<file path="config.mk">
export PLATFORM = sky130hd
export DESIGN_NAME = warp_barrier_table
export DESIGN_NICKNAME = d
export VERILOG_FILES = /design/src/rtl/core/wbt_pkg.sv /design/src/rtl/core/wbt_ram.sv /design/src/rtl/core/warp_barrier_table.sv
export SDC_FILE = /design/constraint.sdc
export NUM_CORES = 2
export LEC_CHECK = 0
export ABC_AREA = 1
export BUFFER_PORTS_ARGS = -buffer_cell sky130_fd_sc_hd__clkbuf_2
export CAP_MARGIN = 15
export CORE_ASPECT_RATIO = 0.9
export CORE_MARGIN = 2
export CORE_UTILIZATION = 63
export DETAILED_ROUTE_END_ITERATION = 8
export PLACE_DENSITY = 0.8
export SLEW_MARGIN = 10
export SYNTH_ARGS = -nofsm -noshare
export SYNTH_HDL_FRONTEND = slang
export SYNTH_HIERARCHICAL = 1
export SYNTH_SLANG_ARGS = --single-unit
</file>
<file path="constraint.sdc">
create_clock -name clk_i -period 7.15 [get_ports clk_i]
set_input_delay 1.0725 -clock clk_i [delete_from_list [all_inputs] [get_ports clk_i]]
set_output_delay 1.0725 -clock clk_i [all_outputs]
set_load 0.02 [all_outputs]
</file>
<file path="src/rtl/core/wbt_pkg.sv">
`default_nettype none
package wbt_pkg;

  localparam int unsigned TableSize = 32;
  localparam int unsigned IdxW      = $clog2(TableSize);
  localparam int unsigned PhaseW    = 16;
  localparam int unsigned WarpW     = 8;
  localparam int unsigned CountW    = 8;
  localparam int unsigned EventW    = 8;
  localparam int unsigned WidW      = 3;
  localparam int unsigned ErrW      = 2;

  typedef enum logic [2:0] {
    OP_READ_PHASE = 3'd0,
    OP_ARRIVE     = 3'd1,
    OP_WAIT       = 3'd2,
    OP_GLOBAL_RES = 3'd3,
    OP_EV_ATTACH  = 3'd4,
    OP_EV_RELEASE = 3'd5
  } opcode_e;

  typedef enum logic [ErrW-1:0] {
    ERR_NONE      = 2'd0,
    ERR_ZERO_CNT  = 2'd1,
    ERR_UNDERFLOW = 2'd2,
    ERR_OVERFLOW  = 2'd3
  } err_e;

  typedef enum logic [1:0] {
    S_IDLE,
    S_EXEC,
    S_DIV,
    S_FIN
  } state_e;

  typedef struct packed {
    logic [PhaseW-1:0] phase;
    logic [WarpW-1:0]  wmask;
    logic [CountW-1:0] count;
    logic [EventW-1:0] events;
  } entry_t;

  localparam int unsigned EntryW = $bits(entry_t);

  typedef struct packed {
    logic [2:0]        opcode;
    logic [IdxW-1:0]   slot_idx;
    logic              glob_sel;
    logic [CountW-1:0] arrival_count;
    logic [WidW-1:0]   warp_id;
    logic              sync_flag;
    logic [PhaseW-1:0] expected_phase;
    logic [WarpW-1:0]  active_mask;
  } req_t;

  typedef struct packed {
    logic [PhaseW-1:0] phase_value;
    logic              must_wait;
    logic [WarpW-1:0]  resume_mask;
    logic              notify_global;
    logic [CountW-1:0] notify_count;
    err_e              error_code;
  } res_t;

  function automatic logic [3:0] popcount8(input logic [WarpW-1:0] v);
    logic [3:0] n;
    n = '0;
    for (int i = 0; i < WarpW; i++) begin
      n = n + {3'b000, v[i]};
    end
    return n;
  endfunction

endpackage
`default_nettype wire

</file>
<file path="src/rtl/core/wbt_ram.sv">
`default_nettype none
module wbt_ram #(
  parameter int unsigned Width = 8,
  parameter int unsigned Depth = 32
) (
  input  wire logic                     clk_i,
  input  wire logic                     we_i,
  input  wire logic [$clog2(Depth)-1:0] waddr_i,
  input  wire logic [Width-1:0]         wdata_i,
  input  wire logic                     re_i,
  input  wire logic [$clog2(Depth)-1:0] raddr_i,
  output logic      [Width-1:0]         rdata_o
);

  logic [Width-1:0] mem [Depth];
  logic [Width-1:0] rdata_q;

  always_ff @(posedge clk_i) begin
    if (we_i) begin
      mem[waddr_i] <= wdata_i;
    end
    if (re_i) begin
      rdata_q <= mem[raddr_i];
    end
  end

  assign rdata_o = rdata_q;

endmodule
`default_nettype wire

</file>
<file path="src/rtl/core/warp_barrier_table.sv">
`default_nettype none
// Table of 32 warp barriers kept in one synchronous RAM. Each transaction reads its
// entry, updates it and writes it back, and returns exactly one result transaction.
// An operation reads the RAM entry, then updates it and loads the output register. A
// new transaction is taken only after the last one is written back, and the write-back
// waits while the output register is full. A local arrive whose new count is at least
// twice the arrival count needs a remainder from the bit-serial divider. Entries never
// written read as zero, so the block works right after reset with no clearing.
module warp_barrier_table
  import wbt_pkg::*;
(
  input  wire logic              clk_i,
  input  wire logic              rst_ni,
  input  wire logic              in_valid_i,
  output logic                   in_ready_o,
  input  wire logic [2:0]        opcode_i,
  input  wire logic [IdxW-1:0]   slot_idx_i,
  input  wire logic              glob_sel_i,
  input  wire logic [CountW-1:0] arrival_count_i,
  input  wire logic [WidW-1:0]   warp_id_i,
  input  wire logic              sync_flag_i,
  input  wire logic [PhaseW-1:0] expected_phase_i,
  input  wire logic [WarpW-1:0]  active_mask_i,
  output logic                   out_valid_o,
  input  wire logic              out_ready_i,
  output logic      [PhaseW-1:0] phase_value_o,
  output logic                   must_wait_o,
  output logic      [WarpW-1:0]  resume_mask_o,
  output logic                   notify_global_o,
  output logic      [CountW-1:0] notify_count_o,
  output logic      [ErrW-1:0]   error_code_o
);

  state_e state_q, state_d;
  logic [TableSize-1:0] valid_q;
  logic hit_q;
  req_t req_q;
  logic out_valid_q;
  res_t out_q;
  entry_t stash_ent_q;
  res_t stash_res_q;
  logic [CountW:0] num_q;
  logic [CountW-1:0] rem_q, rem_d;
  logic [3:0] dcnt_q;

  logic accept, slot_free;
  logic ram_we;
  entry_t ram_wdata, ram_rdata, cur, nxt, fin_ent;
  res_t res;
  logic need_div;
  logic [CountW:0] next9, diff9, shift9;
  logic [WarpW-1:0] wbit, wm_set;
  logic [EventW-1:0] ev_dec;
  logic fin_out, exec_out, div_last;

  assign in_ready_o = (state_q == S_IDLE);
  assign accept = in_valid_i && in_ready_o;
  assign slot_free = !out_valid_q || out_ready_i;

  wbt_ram #(
    .Width(EntryW),
    .Depth(TableSize)
  ) u_ram (
    .clk_i  (clk_i),
    .we_i   (ram_we),
    .waddr_i(req_q.slot_idx),
    .wdata_i(ram_wdata),
    .re_i   (accept),
    .raddr_i(slot_idx_i),
    .rdata_o(ram_rdata)
  );

  always_comb begin
    cur = hit_q ? ram_rdata : '0;
    nxt = cur;
    res = '0;
    res.error_code = ERR_NONE;
    need_div = 1'b0;
    wbit = WarpW'(1) << req_q.warp_id;
    wm_set = cur.wmask | wbit;
    next9 = {1'b0, cur.count} + 9'd1;
    diff9 = next9 - {1'b0, req_q.arrival_count};
    ev_dec = cur.events - 8'd1;
    unique case (req_q.opcode)
      OP_ARRIVE: begin
        if (req_q.glob_sel) begin
          nxt.count = req_q.arrival_count;
          nxt.wmask = wm_set;
          if (popcount8(wm_set) == popcount8(req_q.active_mask) && cur.events == '0) begin
            res.notify_global = 1'b1;
            res.notify_count = req_q.arrival_count;
            nxt.wmask = '0;
            nxt.count = '0;
          end
        end else if (req_q.arrival_count == '0) begin
          res.error_code = ERR_ZERO_CNT;
        end else begin
          if (req_q.sync_flag) begin
            nxt.wmask = wm_set;
          end
          if (next9 == {1'b0, req_q.arrival_count} && cur.events == '0) begin
            res.resume_mask = nxt.wmask;
            nxt.wmask = '0;
            nxt.phase = cur.phase + 16'd1;
          end
          if (next9 < {1'b0, req_q.arrival_count}) begin
            nxt.count = next9[CountW-1:0];
          end else if (diff9 < {1'b0, req_q.arrival_count}) begin
            nxt.count = diff9[CountW-1:0];
          end else begin
            need_div = 1'b1;
          end
        end
      end
      OP_WAIT: begin
        if (cur.phase == req_q.expected_phase) begin
          res.must_wait = 1'b1;
          nxt.wmask = wm_set;
        end
      end
      OP_GLOBAL_RES: begin
        res.resume_mask = req_q.active_mask;
        nxt.wmask = '0;
        nxt.phase = cur.phase + 16'd1;
      end
      OP_EV_ATTACH: begin
        if (cur.events == '1) begin
          res.error_code = ERR_OVERFLOW;
        end else begin
          nxt.events = cur.events + 8'd1;
        end
      end
      OP_EV_RELEASE: begin
        if (cur.events == '0) begin
          res.error_code = ERR_UNDERFLOW;
        end else begin
          nxt.events = ev_dec;
          if (ev_dec == '0) begin
            if (req_q.glob_sel) begin
              if (popcount8(cur.wmask) == popcount8(req_q.active_mask)) begin
                res.notify_global = 1'b1;
                res.notify_count = cur.count;
                nxt.wmask = '0;
                nxt.count = '0;
              end
            end else if (cur.count == '0) begin
              res.resume_mask = cur.wmask;
              nxt.wmask = '0;
              nxt.phase = cur.phase + 16'd1;
            end
          end
        end
      end
      default: begin
      end
    endcase
    res.phase_value = nxt.phase;
  end

  assign shift9 = {rem_q, num_q[CountW]};
  always_comb begin
    if (shift9 >= {1'b0, req_q.arrival_count}) begin
      rem_d = CountW'(shift9 - {1'b0, req_q.arrival_count});
    end else begin
      rem_d = shift9[CountW-1:0];
    end
  end
  assign div_last = (dcnt_q == 4'd8);

  always_comb begin
    fin_ent = stash_ent_q;
    fin_ent.count = rem_q;
  end

  always_comb begin
    state_d = state_q;
    exec_out = 1'b0;
    fin_out = 1'b0;
    unique case (state_q)
      S_IDLE: begin
        if (accept) begin
          state_d = S_EXEC;
        end
      end
      S_EXEC: begin
        if (need_div) begin
          state_d = S_DIV;
        end else if (slot_free) begin
          exec_out = 1'b1;
          state_d = S_IDLE;
        end
      end
      S_DIV: begin
        if (div_last) begin
          state_d = S_FIN;
        end
      end
      S_FIN: begin
        if (slot_free) begin
          fin_out = 1'b1;
          state_d = S_IDLE;
        end
      end
      default: state_d = S_IDLE;
    endcase
  end

  assign ram_we = exec_out || fin_out;
  assign ram_wdata = fin_out ? fin_ent : nxt;

  always_ff @(posedge clk_i or negedge rst_ni) begin
    if (!rst_ni) begin
      state_q <= S_IDLE;
      valid_q <= '0;
      out_valid_q <= 1'b0;
      dcnt_q <= '0;
    end else begin
      state_q <= state_d;
      if (ram_we) begin
        valid_q[req_q.slot_idx] <= 1'b1;
      end
      if (ram_we) begin
        out_valid_q <= 1'b1;
      end else if (out_ready_i) begin
        out_valid_q <= 1'b0;
      end
      if (state_q == S_EXEC) begin
        dcnt_q <= '0;
      end else if (state_q == S_DIV) begin
        dcnt_q <= dcnt_q + 4'd1;
      end
    end
  end

  always_ff @(posedge clk_i) begin
    if (accept) begin
      hit_q <= valid_q[slot_idx_i];
      req_q.opcode <= opcode_i;
      req_q.slot_idx <= slot_idx_i;
      req_q.glob_sel <= glob_sel_i;
      req_q.arrival_count <= arrival_count_i;
      req_q.warp_id <= warp_id_i;
      req_q.sync_flag <= sync_flag_i;
      req_q.expected_phase <= expected_phase_i;
      req_q.active_mask <= active_mask_i;
    end
    if (state_q == S_EXEC) begin
      stash_ent_q <= nxt;
      stash_res_q <= res;
      num_q <= next9;
      rem_q <= '0;
    end else if (state_q == S_DIV) begin
      num_q <= num_q << 1;
      rem_q <= rem_d;
    end
    if (exec_out) begin
      out_q <= res;
    end else if (fin_out) begin
      out_q <= stash_res_q;
    end
  end

  assign out_valid_o = out_valid_q;
  assign phase_value_o = out_q.phase_value;
  assign must_wait_o = out_q.must_wait;
  assign resume_mask_o = out_q.resume_mask;
  assign notify_global_o = out_q.notify_global;
  assign notify_count_o = out_q.notify_count;
  assign error_code_o = out_q.error_code;

`ifndef SYNTH
  a_resume_no_error: assert property (@(posedge clk_i) disable iff (!rst_ni)
    (out_valid_o && resume_mask_o != '0) |-> (error_code_o == ERR_NONE))
    else $error("resume mask given with an error code");

  a_notify_count: assert property (@(posedge clk_i) disable iff (!rst_ni)
    (out_valid_o && !notify_global_o) |-> (notify_count_o == '0))
    else $error("core count sent without a global notification");

  a_wait_exclusive: assert property (@(posedge clk_i) disable iff (!rst_ni)
    (out_valid_o && must_wait_o) |-> (resume_mask_o == '0 && !notify_global_o))
    else $error("wait result also resumes or notifies");

  a_write_state: assert property (@(posedge clk_i) disable iff (!rst_ni)
    ram_we |-> (state_q == S_EXEC || state_q == S_FIN))
    else $error("entry written outside of an update");

  a_div_bound: assert property (@(posedge clk_i) disable iff (!rst_ni)
    (state_q == S_DIV) |-> (dcnt_q <= 4'd8))
    else $error("remainder step count out of range");
`endif

endmodule
`default_nettype wire

</file>
# ---- Yosys cells after proc, flatten, opt, wreduce, memory -nomap -nowiden
# Memories as Yosys holds them, arrays and structs flattened. A register that Yosys moved wholly into a read port is not among the register bits.
# Cells that the tools add are included.
dict set report totals {
  reg_bits 190
  latch_bits 0
  mem_bits_rw 1280
  mem_bits_ro 0
  in_bits 49
  out_inout_bits 38
  n_memories 1
}
dict set report classes {
  add_sub_neg 28
  n_mul 0
  div_mod_pow 0
  magnitude_cmp 6
  n_eq_ne 16
  shifts 1
  muxes 72
  bitwise_logic 2
  reduce_logical 16
}
# memory depth width read_ports rd_ports_with_merged_regs wr line
set mem_list {}
lappend mem_list {u_ram.mem 32 40 1 1 1 wbt_ram.sv:15} ;# logic [Width-1:0] mem [Depth];
# op n
set op_table {}
lappend op_table {{40-bit 2-to-1 mux} 3}
lappend op_table {{8-bit 2-to-1 mux} 13}
lappend op_table {{16-bit 2-to-1 mux} 5}
lappend op_table {{36-bit 2-to-1 mux} 2}
lappend op_table {{32-bit 2-to-1 mux} 2}
lappend op_table {{9-bit 2-to-1 mux} 6}
lappend op_table {{4-bit by 1-bit adder with 4-bit output} 12}
lappend op_table {{24-bit 2-to-1 mux} 2}
lappend op_table {{16-bit case mux with 3 select lines} 1}
lappend op_table {{17-bit 2-to-1 mux} 2}
lappend op_table {{8-bit zero test} 4}
lappend op_table {{32-bit bitwise OR} 1}
lappend op_table {{8-bit case mux with 2 select lines} 2}
lappend op_table {{8-bit case mux with 4 select lines} 1}
lappend op_table {{8-bit case mux with 3 select lines} 1}
lappend op_table {{1-bit 2-to-1 mux} 19}
lappend op_table {{9-bit by 8-bit < comparator with 1-bit output} 2}
lappend op_table {{9-bit case mux with 2 select lines} 1}
lappend op_table {{16-bit by 1-bit adder with 16-bit output (second input constant)} 1}
lappend op_table {{16-bit equality test} 1}
lappend op_table {{3-bit by 1-bit adder with 4-bit output} 3}
lappend op_table {{5-bit by 6-bit < comparator with 1-bit output (second input constant)} 2}
lappend op_table {{2-bit 2-to-1 mux} 6}
lappend op_table {{2-bit by 1-bit adder with 3-bit output} 3}
lappend op_table {{33 further kinds} 46}

# ---- Depth between registers and ports, before layout
dict set report depth {
  ltp_word 15
  ltp_mapped 30
  ltp_nobuf 27
}

# ---- Hierarchy
# The synthesis kept the hierarchy.
# mod instances cells_each area_per_inst_um2 seq_area_each_um2
set by_module_without_submodules {}
lappend by_module_without_submodules {wbt_ram 1 4407 52803.1 39638.0}
lappend by_module_without_submodules {warp_barrier_table 1 1776 13525.5 5430.2}

# ---- Least setup slack after synthesis
# Ideal clock, no wire load.
dict set report synth_path {
  path_type {reg2reg}
  startpoint {reg hit_q}
  endpoint {mem u_ram/mem[31][0] (netlist name) (enable)}
  setup_ps 438
  arrival_ps 6167
  path_slack_ps 545
  stages_incl_launch_ff 29
  n_path_buf 3
  period_less_slack_ps 6605
  cell_sequence {edfxtp_1 > buf_6 > buf_8 > buf_12 > nand2_1 > inv_1 > ha_1 > or2_2 > nand2_1 > inv_1 > ha_1 > nand2_1 > o21ai_0 > xor2_1 > inv_1 > ha_1 > nand2_1 > inv_1 > nand4_1 > nand3_1 > nand2_1 > nand2_1 > nand2_1 > nand2_4 > nand3_2 > nand3_4 > nand2_4 > nand3_1 > nor2_1}
}
dict set report synth_via {
  elab_chain_cells 14
}
# item line
set synth_lines {}
lappend synth_lines {{start: declaration} warp_barrier_table.sv:36} ;# logic hit_q;
lappend synth_lines {{start signal: assignment} warp_barrier_table.sv:237} ;# hit_q <= valid_q[slot_idx_i];
lappend synth_lines {{40-bit 2-to-1 mux (*)} warp_barrier_table.sv:74} ;# cur = hit_q ? ram_rdata : '0;
lappend synth_lines {{8-bit by 1-bit adder with 9-bit output (*)} warp_barrier_table.sv:81} ;# next9 = {1'b0, cur.count} + 9'd1;
lappend synth_lines {{9-bit by 8-bit subtractor with 9-bit output} warp_barrier_table.sv:82} ;# diff9 = next9 - {1'b0, req_q.arrival_count};
lappend synth_lines {{9-bit by 8-bit < comparator with 1-bit output} warp_barrier_table.sv:108} ;# end else if (diff9 < {1'b0, req_q.arrival_count}) begin
lappend synth_lines {{1-bit 2-to-1 mux} warp_barrier_table.sv:108}
lappend synth_lines {{1-bit 2-to-1 mux (*)} warp_barrier_table.sv:106} ;# if (next9 < {1'b0, req_q.arrival_count}) begin
lappend synth_lines {{1-bit 2-to-1 mux (*)} warp_barrier_table.sv:95} ;# end else if (req_q.arrival_count == '0) begin
lappend synth_lines {{1-bit 2-to-1 mux (*)} warp_barrier_table.sv:86} ;# if (req_q.glob_sel) begin
lappend synth_lines {{1-bit 2-to-1 mux (*)} warp_barrier_table.sv:84} ;# unique case (req_q.opcode)
lappend synth_lines {{1-bit 2-to-1 mux (*)} warp_barrier_table.sv:186} ;# if (need_div) begin
lappend synth_lines {{1-bit 2-to-1 mux (*)} warp_barrier_table.sv:179} ;# unique case (state_q)
lappend synth_lines {{1-bit logical OR (*)} warp_barrier_table.sv:208} ;# assign ram_we = exec_out || fin_out;
lappend synth_lines {{named net ram_we} warp_barrier_table.sv:47} ;# logic ram_we;
lappend synth_lines {{1-bit 2-to-1 mux (*)} wbt_ram.sv:19} ;# if (we_i) begin
lappend synth_lines {{1-bit 2-to-1 mux (implied by the code) (*)} wbt_ram.sv:20} ;# mem[waddr_i] <= wdata_i;
lappend synth_lines {{end: declaration} wbt_ram.sv:15}
# Mark *: on every way through the listed nets, which the timed path passes. The rest lies on a longest branch.

# ---- Final worst setup path
dict set report layout_path {
  startpoint {reg hit_q}
  endpoint {mem u_ram/mem[2][30] (netlist name) (enable)}
}
# The elaborated chain is that of the path after synthesis.

==> results summary <==
In this run, synthesis inferred 1463 flip-flops with an integrated enable. The per-instance average area after synthesis came out at 10.73 um^2. TritonCTS built the clock tree. At the pin with the least slew margin, the transition time is 1148 ps. The number of clock sinks seen by CTS is 1510. Summed over all layers, the global routing overflow is 0.

The max-slew violation count came out at 0. The overall die width came out at 346.0 um. Final hold analysis gives a worst-case slack of 456.8 ps. The area used by sequential logic in the layout is 0.04507 mm^2. The dominant cell type by count on the critical path is sky130_fd_sc_hd__nand2_1. The post-synthesis sequential element count is 1510. The number of detailed-route iterations in the first pass is 6. Excluding fillers, the count of instances in the completed layout stands at 7690. The count of hold buffers inserted by post-cts repair came out at 0. STA classifies the critical path endpoint as a flip-flop. The floorplan has 112 rows. For this run, the post-layout net count is 6316. Dividing the detail-routed wire length by the instance count gives 23.29 um. For this run, the leading register cell type out of synthesis is sky130_fd_sc_hd__edfxtp_1. The via count of the first global-routing pass is 46150. The critical path starts at hit_q$_DFFE_PP_. The highest clock frequency the design can meet is 148.8 MHz. Setup total negative slack on the finished layout was measured at 0 ps.

The fraction of layout instances using a drive strength above 1 is 0.08858. The number of clock buffers added by TritonCTS is 147. In this run the worst hold path is classified as flip-flop to flip-flop. The worst hold path begins at valid_q[18]$_DFFE_PN0P_. From synthesis to final layout, the design area changed by 9.807%. The via density per instance came out at 6.178. The number of setup violations in the final report came out at 0.

The share of synthesized area in the top cell type comes to 0.6623. The top-level port count came out at 87. The number of instances in the synthesized netlist came out at 6183. The post-route core utilization came out at 0.7005. The highest ir drop seen on vdd is 0.0002532 V. The count of nets left with antenna violations after detail routing is 0. The power per unit of standard cell area is 317.4 mW/mm^2. The mapped netlist covers 0.06633 mm^2. The initial DRC count came out at 7195. The count of buffers added by post-CTS timing repair for setup came out at 0. The count of placed standard cells including taps is 7426. The cell sitting at the root of the clock tree is a sky130_fd_sc_hd__clkbuf_16. The required time at the worst-slack endpoint came out at 7520 ps. The area of combinational cells with multiple inputs is 0.01907 mm^2. The final hold violation count was 0. By area the synthesized netlist is led by sky130_fd_sc_hd__edfxtp_1 (66%), sky130_fd_sc_hd__nand2_1 (14%), sky130_fd_sc_hd__nand3_1 (8.4%). The largest stage delay on the critical path came out at 780 ps.

The synthesized design spends more area on one cell type than any other, namely sky130_fd_sc_hd__edfxtp_1. The number of diodes came out at 0. For this configuration, the core starts out at a cell density of 0.6379. The count of buffering cells on the critical path with inverters included is 5. The final period demand of the worst path came out at 6718 ps. After detailed routing, the total wire length is 179100 um. The share of the yosys chip area belonging to registers came out at 0.6795.

Setup repair after global routing left no endpoint under its margin. In this run the critical register-to-register path is launched from hit_q$_DFFE_PP_. The combined global-route utilization of all metal layers is 0.3300. The placer's final routability congestion estimate came out at 0.9145. The placed wire-length estimate after detailed placement is 104200 um. After detailed placement, the total cell area comes to 0.06825 mm^2. The insertion delay of the later-clocked pin in the worst-skew pair is 760 ps. The reported leakage power is 28.15 nW.

The number of antenna violations at the first check in global routing is 1. Max-cap violations in this run came to 0. The total of cells resized after clock tree synthesis is 0. The count of distinct cell types in the synthesized netlist came out at 59. The total via count after detailed routing is 47510. In the routed design, unresolved DRC markers number 0.

The maximum clock path buffer count is 3. Port buffering added 86 buffers. In this design, the largest share of critical-path delay is due to simple AND/OR/NAND/NOR gates.

The max-slew headroom at the worst pin came out at 0.2335. The flow ran to the end, and the final reports show no timing, DRC or antenna violations. The maximum fanout encountered on the critical timing path came out at 29. The arrival time at the worst endpoint came out at 7090 ps. The area of all placed cells without fillers is 0.07283 mm^2. The first-pass GRT wire length is 271200 um. The floorplan die area is 0.1079 mm^2.

The critical path in this run is classified as flip-flop to flip-flop. The core region is 0.1040 mm^2. Leaving out fill and tap cells, the most frequent cell in the layout is sky130_fd_sc_hd__nand2_1.

Dividing the final minimum period by the clock period gives 0.9396. The largest net degree at the start of global routing came out at 191. The number of warnings reported in the yosys synthesis log is 6. STA classifies the critical path startpoint as a flip-flop. In the layout the commonest cells are sky130_fd_sc_hd__nand2_1 (2412), sky130_fd_sc_hd__edfxtp_1 (1463), sky130_fd_sc_hd__nand3_1 (1119). When the netlist entered floorplanning its net count stood at 6291.

After clock tree synthesis, the clock-pin slew on the worst setup and hold paths is 70 ps. The H-tree level count came out at 4. Fill cells in the final layout number 7146.

The die is 311.8 um tall. Among all stages on the critical path, the largest delay is contributed by sky130_fd_sc_hd__nor2_4. Counting flops with an async set or reset pin after synthesis yields a share of 0.02583. For the final database, setup skew stands at 24.69 ps.
where the power goes:
group          leakage, nW  internal [W]  switching (W)
combinational         11.9       0.00108        0.00329
clock                 2.22       0.00416        0.00328
sequential            14.0        0.0110       0.000252
worst min-delay path, stage by stage (launching register included):
cell and delay (ps):
sky130_fd_sc_hd__dfrtp_1 330, sky130_fd_sc_hd__inv_1 50, sky130_fd_sc_hd__nand2_1 50
kinds of logic (layout without fill, tap and decap cells):
family,count (synthesis),count (layout),share of synthesized area
simple gates,3809,3809,0.2444
flops,1510,1510,0.6795
buf+inv,543,682,0.03756
compound gates,234,234,0.02216
fa+ha+maj,59,59,0.01271
xor+xnor,28,28,0.003697
flip-flops by register name, indices dropped and copies added, names as in the netlist:
register / cells
dcnt_q: 4
out_valid_o: 1
num_q: 9
phase_value_o: 16
notify_count_o: 8
req_q: 45
error_code_o: 2
fin_ent: 16
u_ram/rdata_o: 40
notify_global_o: 1
must_wait_o: 1
stash_res_q: 36
rem_q: 8
state_q: 2
u_ram/mem: 1280
resume_mask_o: 8
valid_q: 32
hit_q: 1
routing by layer:
layer / wire (um) / part of all wire / up-vias / GRT usage
met5: 0 / 0 / - / 0
met4: 7557 / 0.042 / 0 / 0.1388
met3: 20160 / 0.11 / 461 / 0.05641
met2: 83580 / 0.47 / 3093 / 0.5204
met1: 67790 / 0.38 / 22610 / 0.4599
li1: - / - / 21340 / -
metrics by stage:
| stage | worst slack, ps | power, W |
|---|---|---|
| final | 431.7 | 0.02312 |
| after global routing | 106.5 | 0.02398 |
| after CTS | 599.6 | 0.02312 |
| after detailed placement | 645.4 | 0.01576 |
| after global placement | 666.8 | 0.01567 |
| after floorplan | 545.5 | 0.01420 |
cells in the mapped netlist, types with 3 or more instances:
cell / number
sky130_fd_sc_hd__o22ai_1: 7
sky130_fd_sc_hd__buf_1: 14
sky130_fd_sc_hd__nand2_2: 25
sky130_fd_sc_hd__clkbuf_1: 66
sky130_fd_sc_hd__nor3_1: 23
sky130_fd_sc_hd__nand3_1: 1119
sky130_fd_sc_hd__o221ai_1: 5
sky130_fd_sc_hd__nor3_2: 3
sky130_fd_sc_hd__nand4_1: 27
sky130_fd_sc_hd__o21ai_0: 69
sky130_fd_sc_hd__edfxtp_1: 1463
sky130_fd_sc_hd__o2111ai_1: 3
sky130_fd_sc_hd__a21oi_1: 72
sky130_fd_sc_hd__inv_1: 206
sky130_fd_sc_hd__fa_1: 14
sky130_fd_sc_hd__nand3b_1: 4
sky130_fd_sc_hd__a22oi_1: 5
sky130_fd_sc_hd__ha_1: 45
sky130_fd_sc_hd__nand2_1: 2414
sky130_fd_sc_hd__o21bai_2: 19
sky130_fd_sc_hd__nor2_1: 133
sky130_fd_sc_hd__o21ai_2: 5
sky130_fd_sc_hd__nor2_2: 10
sky130_fd_sc_hd__buf_4: 37
sky130_fd_sc_hd__o41ai_1: 4
sky130_fd_sc_hd__nand2_4: 10
sky130_fd_sc_hd__inv_2: 20
sky130_fd_sc_hd__or2_2: 12
sky130_fd_sc_hd__dfrtp_1: 39
sky130_fd_sc_hd__xnor2_1: 14
sky130_fd_sc_hd__o21bai_1: 7
sky130_fd_sc_hd__a31oi_1: 4
sky130_fd_sc_hd__o21ai_1: 7
sky130_fd_sc_hd__o211ai_1: 21
sky130_fd_sc_hd__xor2_1: 14
sky130_fd_sc_hd__and2_1: 5
sky130_fd_sc_hd__buf_6: 5
sky130_fd_sc_hd__nand3_2: 7
sky130_fd_sc_hd__nor2_4: 7
sky130_fd_sc_hd__buf_2: 189
sky130_fd_sc_hd__dfxtp_1: 8
worst paths after layout:
kind                                               to  slack [ps]  depth (start not counted)
setup / recovery           u_ram/mem[2][30]$_DFFE_PP_         430                         26
hold / removal                valid_q[18]$_DFFE_PN0P_         460                          2
setup reg to reg           u_ram/mem[2][30]$_DFFE_PP_         430                         26
hold reg to reg               valid_q[18]$_DFFE_PN0P_         460                          2
max in group asynchronous     valid_q[27]$_DFFE_PN0P_        6040                          1
min in group asynchronous      state_q[0]$_DFFE_PN0P_         490                          1
cell type report:
cell class	count	share of cell area
Clock inverter	88	0.009551
Sequential cell	1510	0.6188
Clock buffer	175	0.05312
Tap cell	1368	0.02350
Timing Repair Buffer	190	0.02108
Inverter	229	0.01216
Multi-Input combinational cell	4130	0.2618
Power figures use the tool's default switching activity.
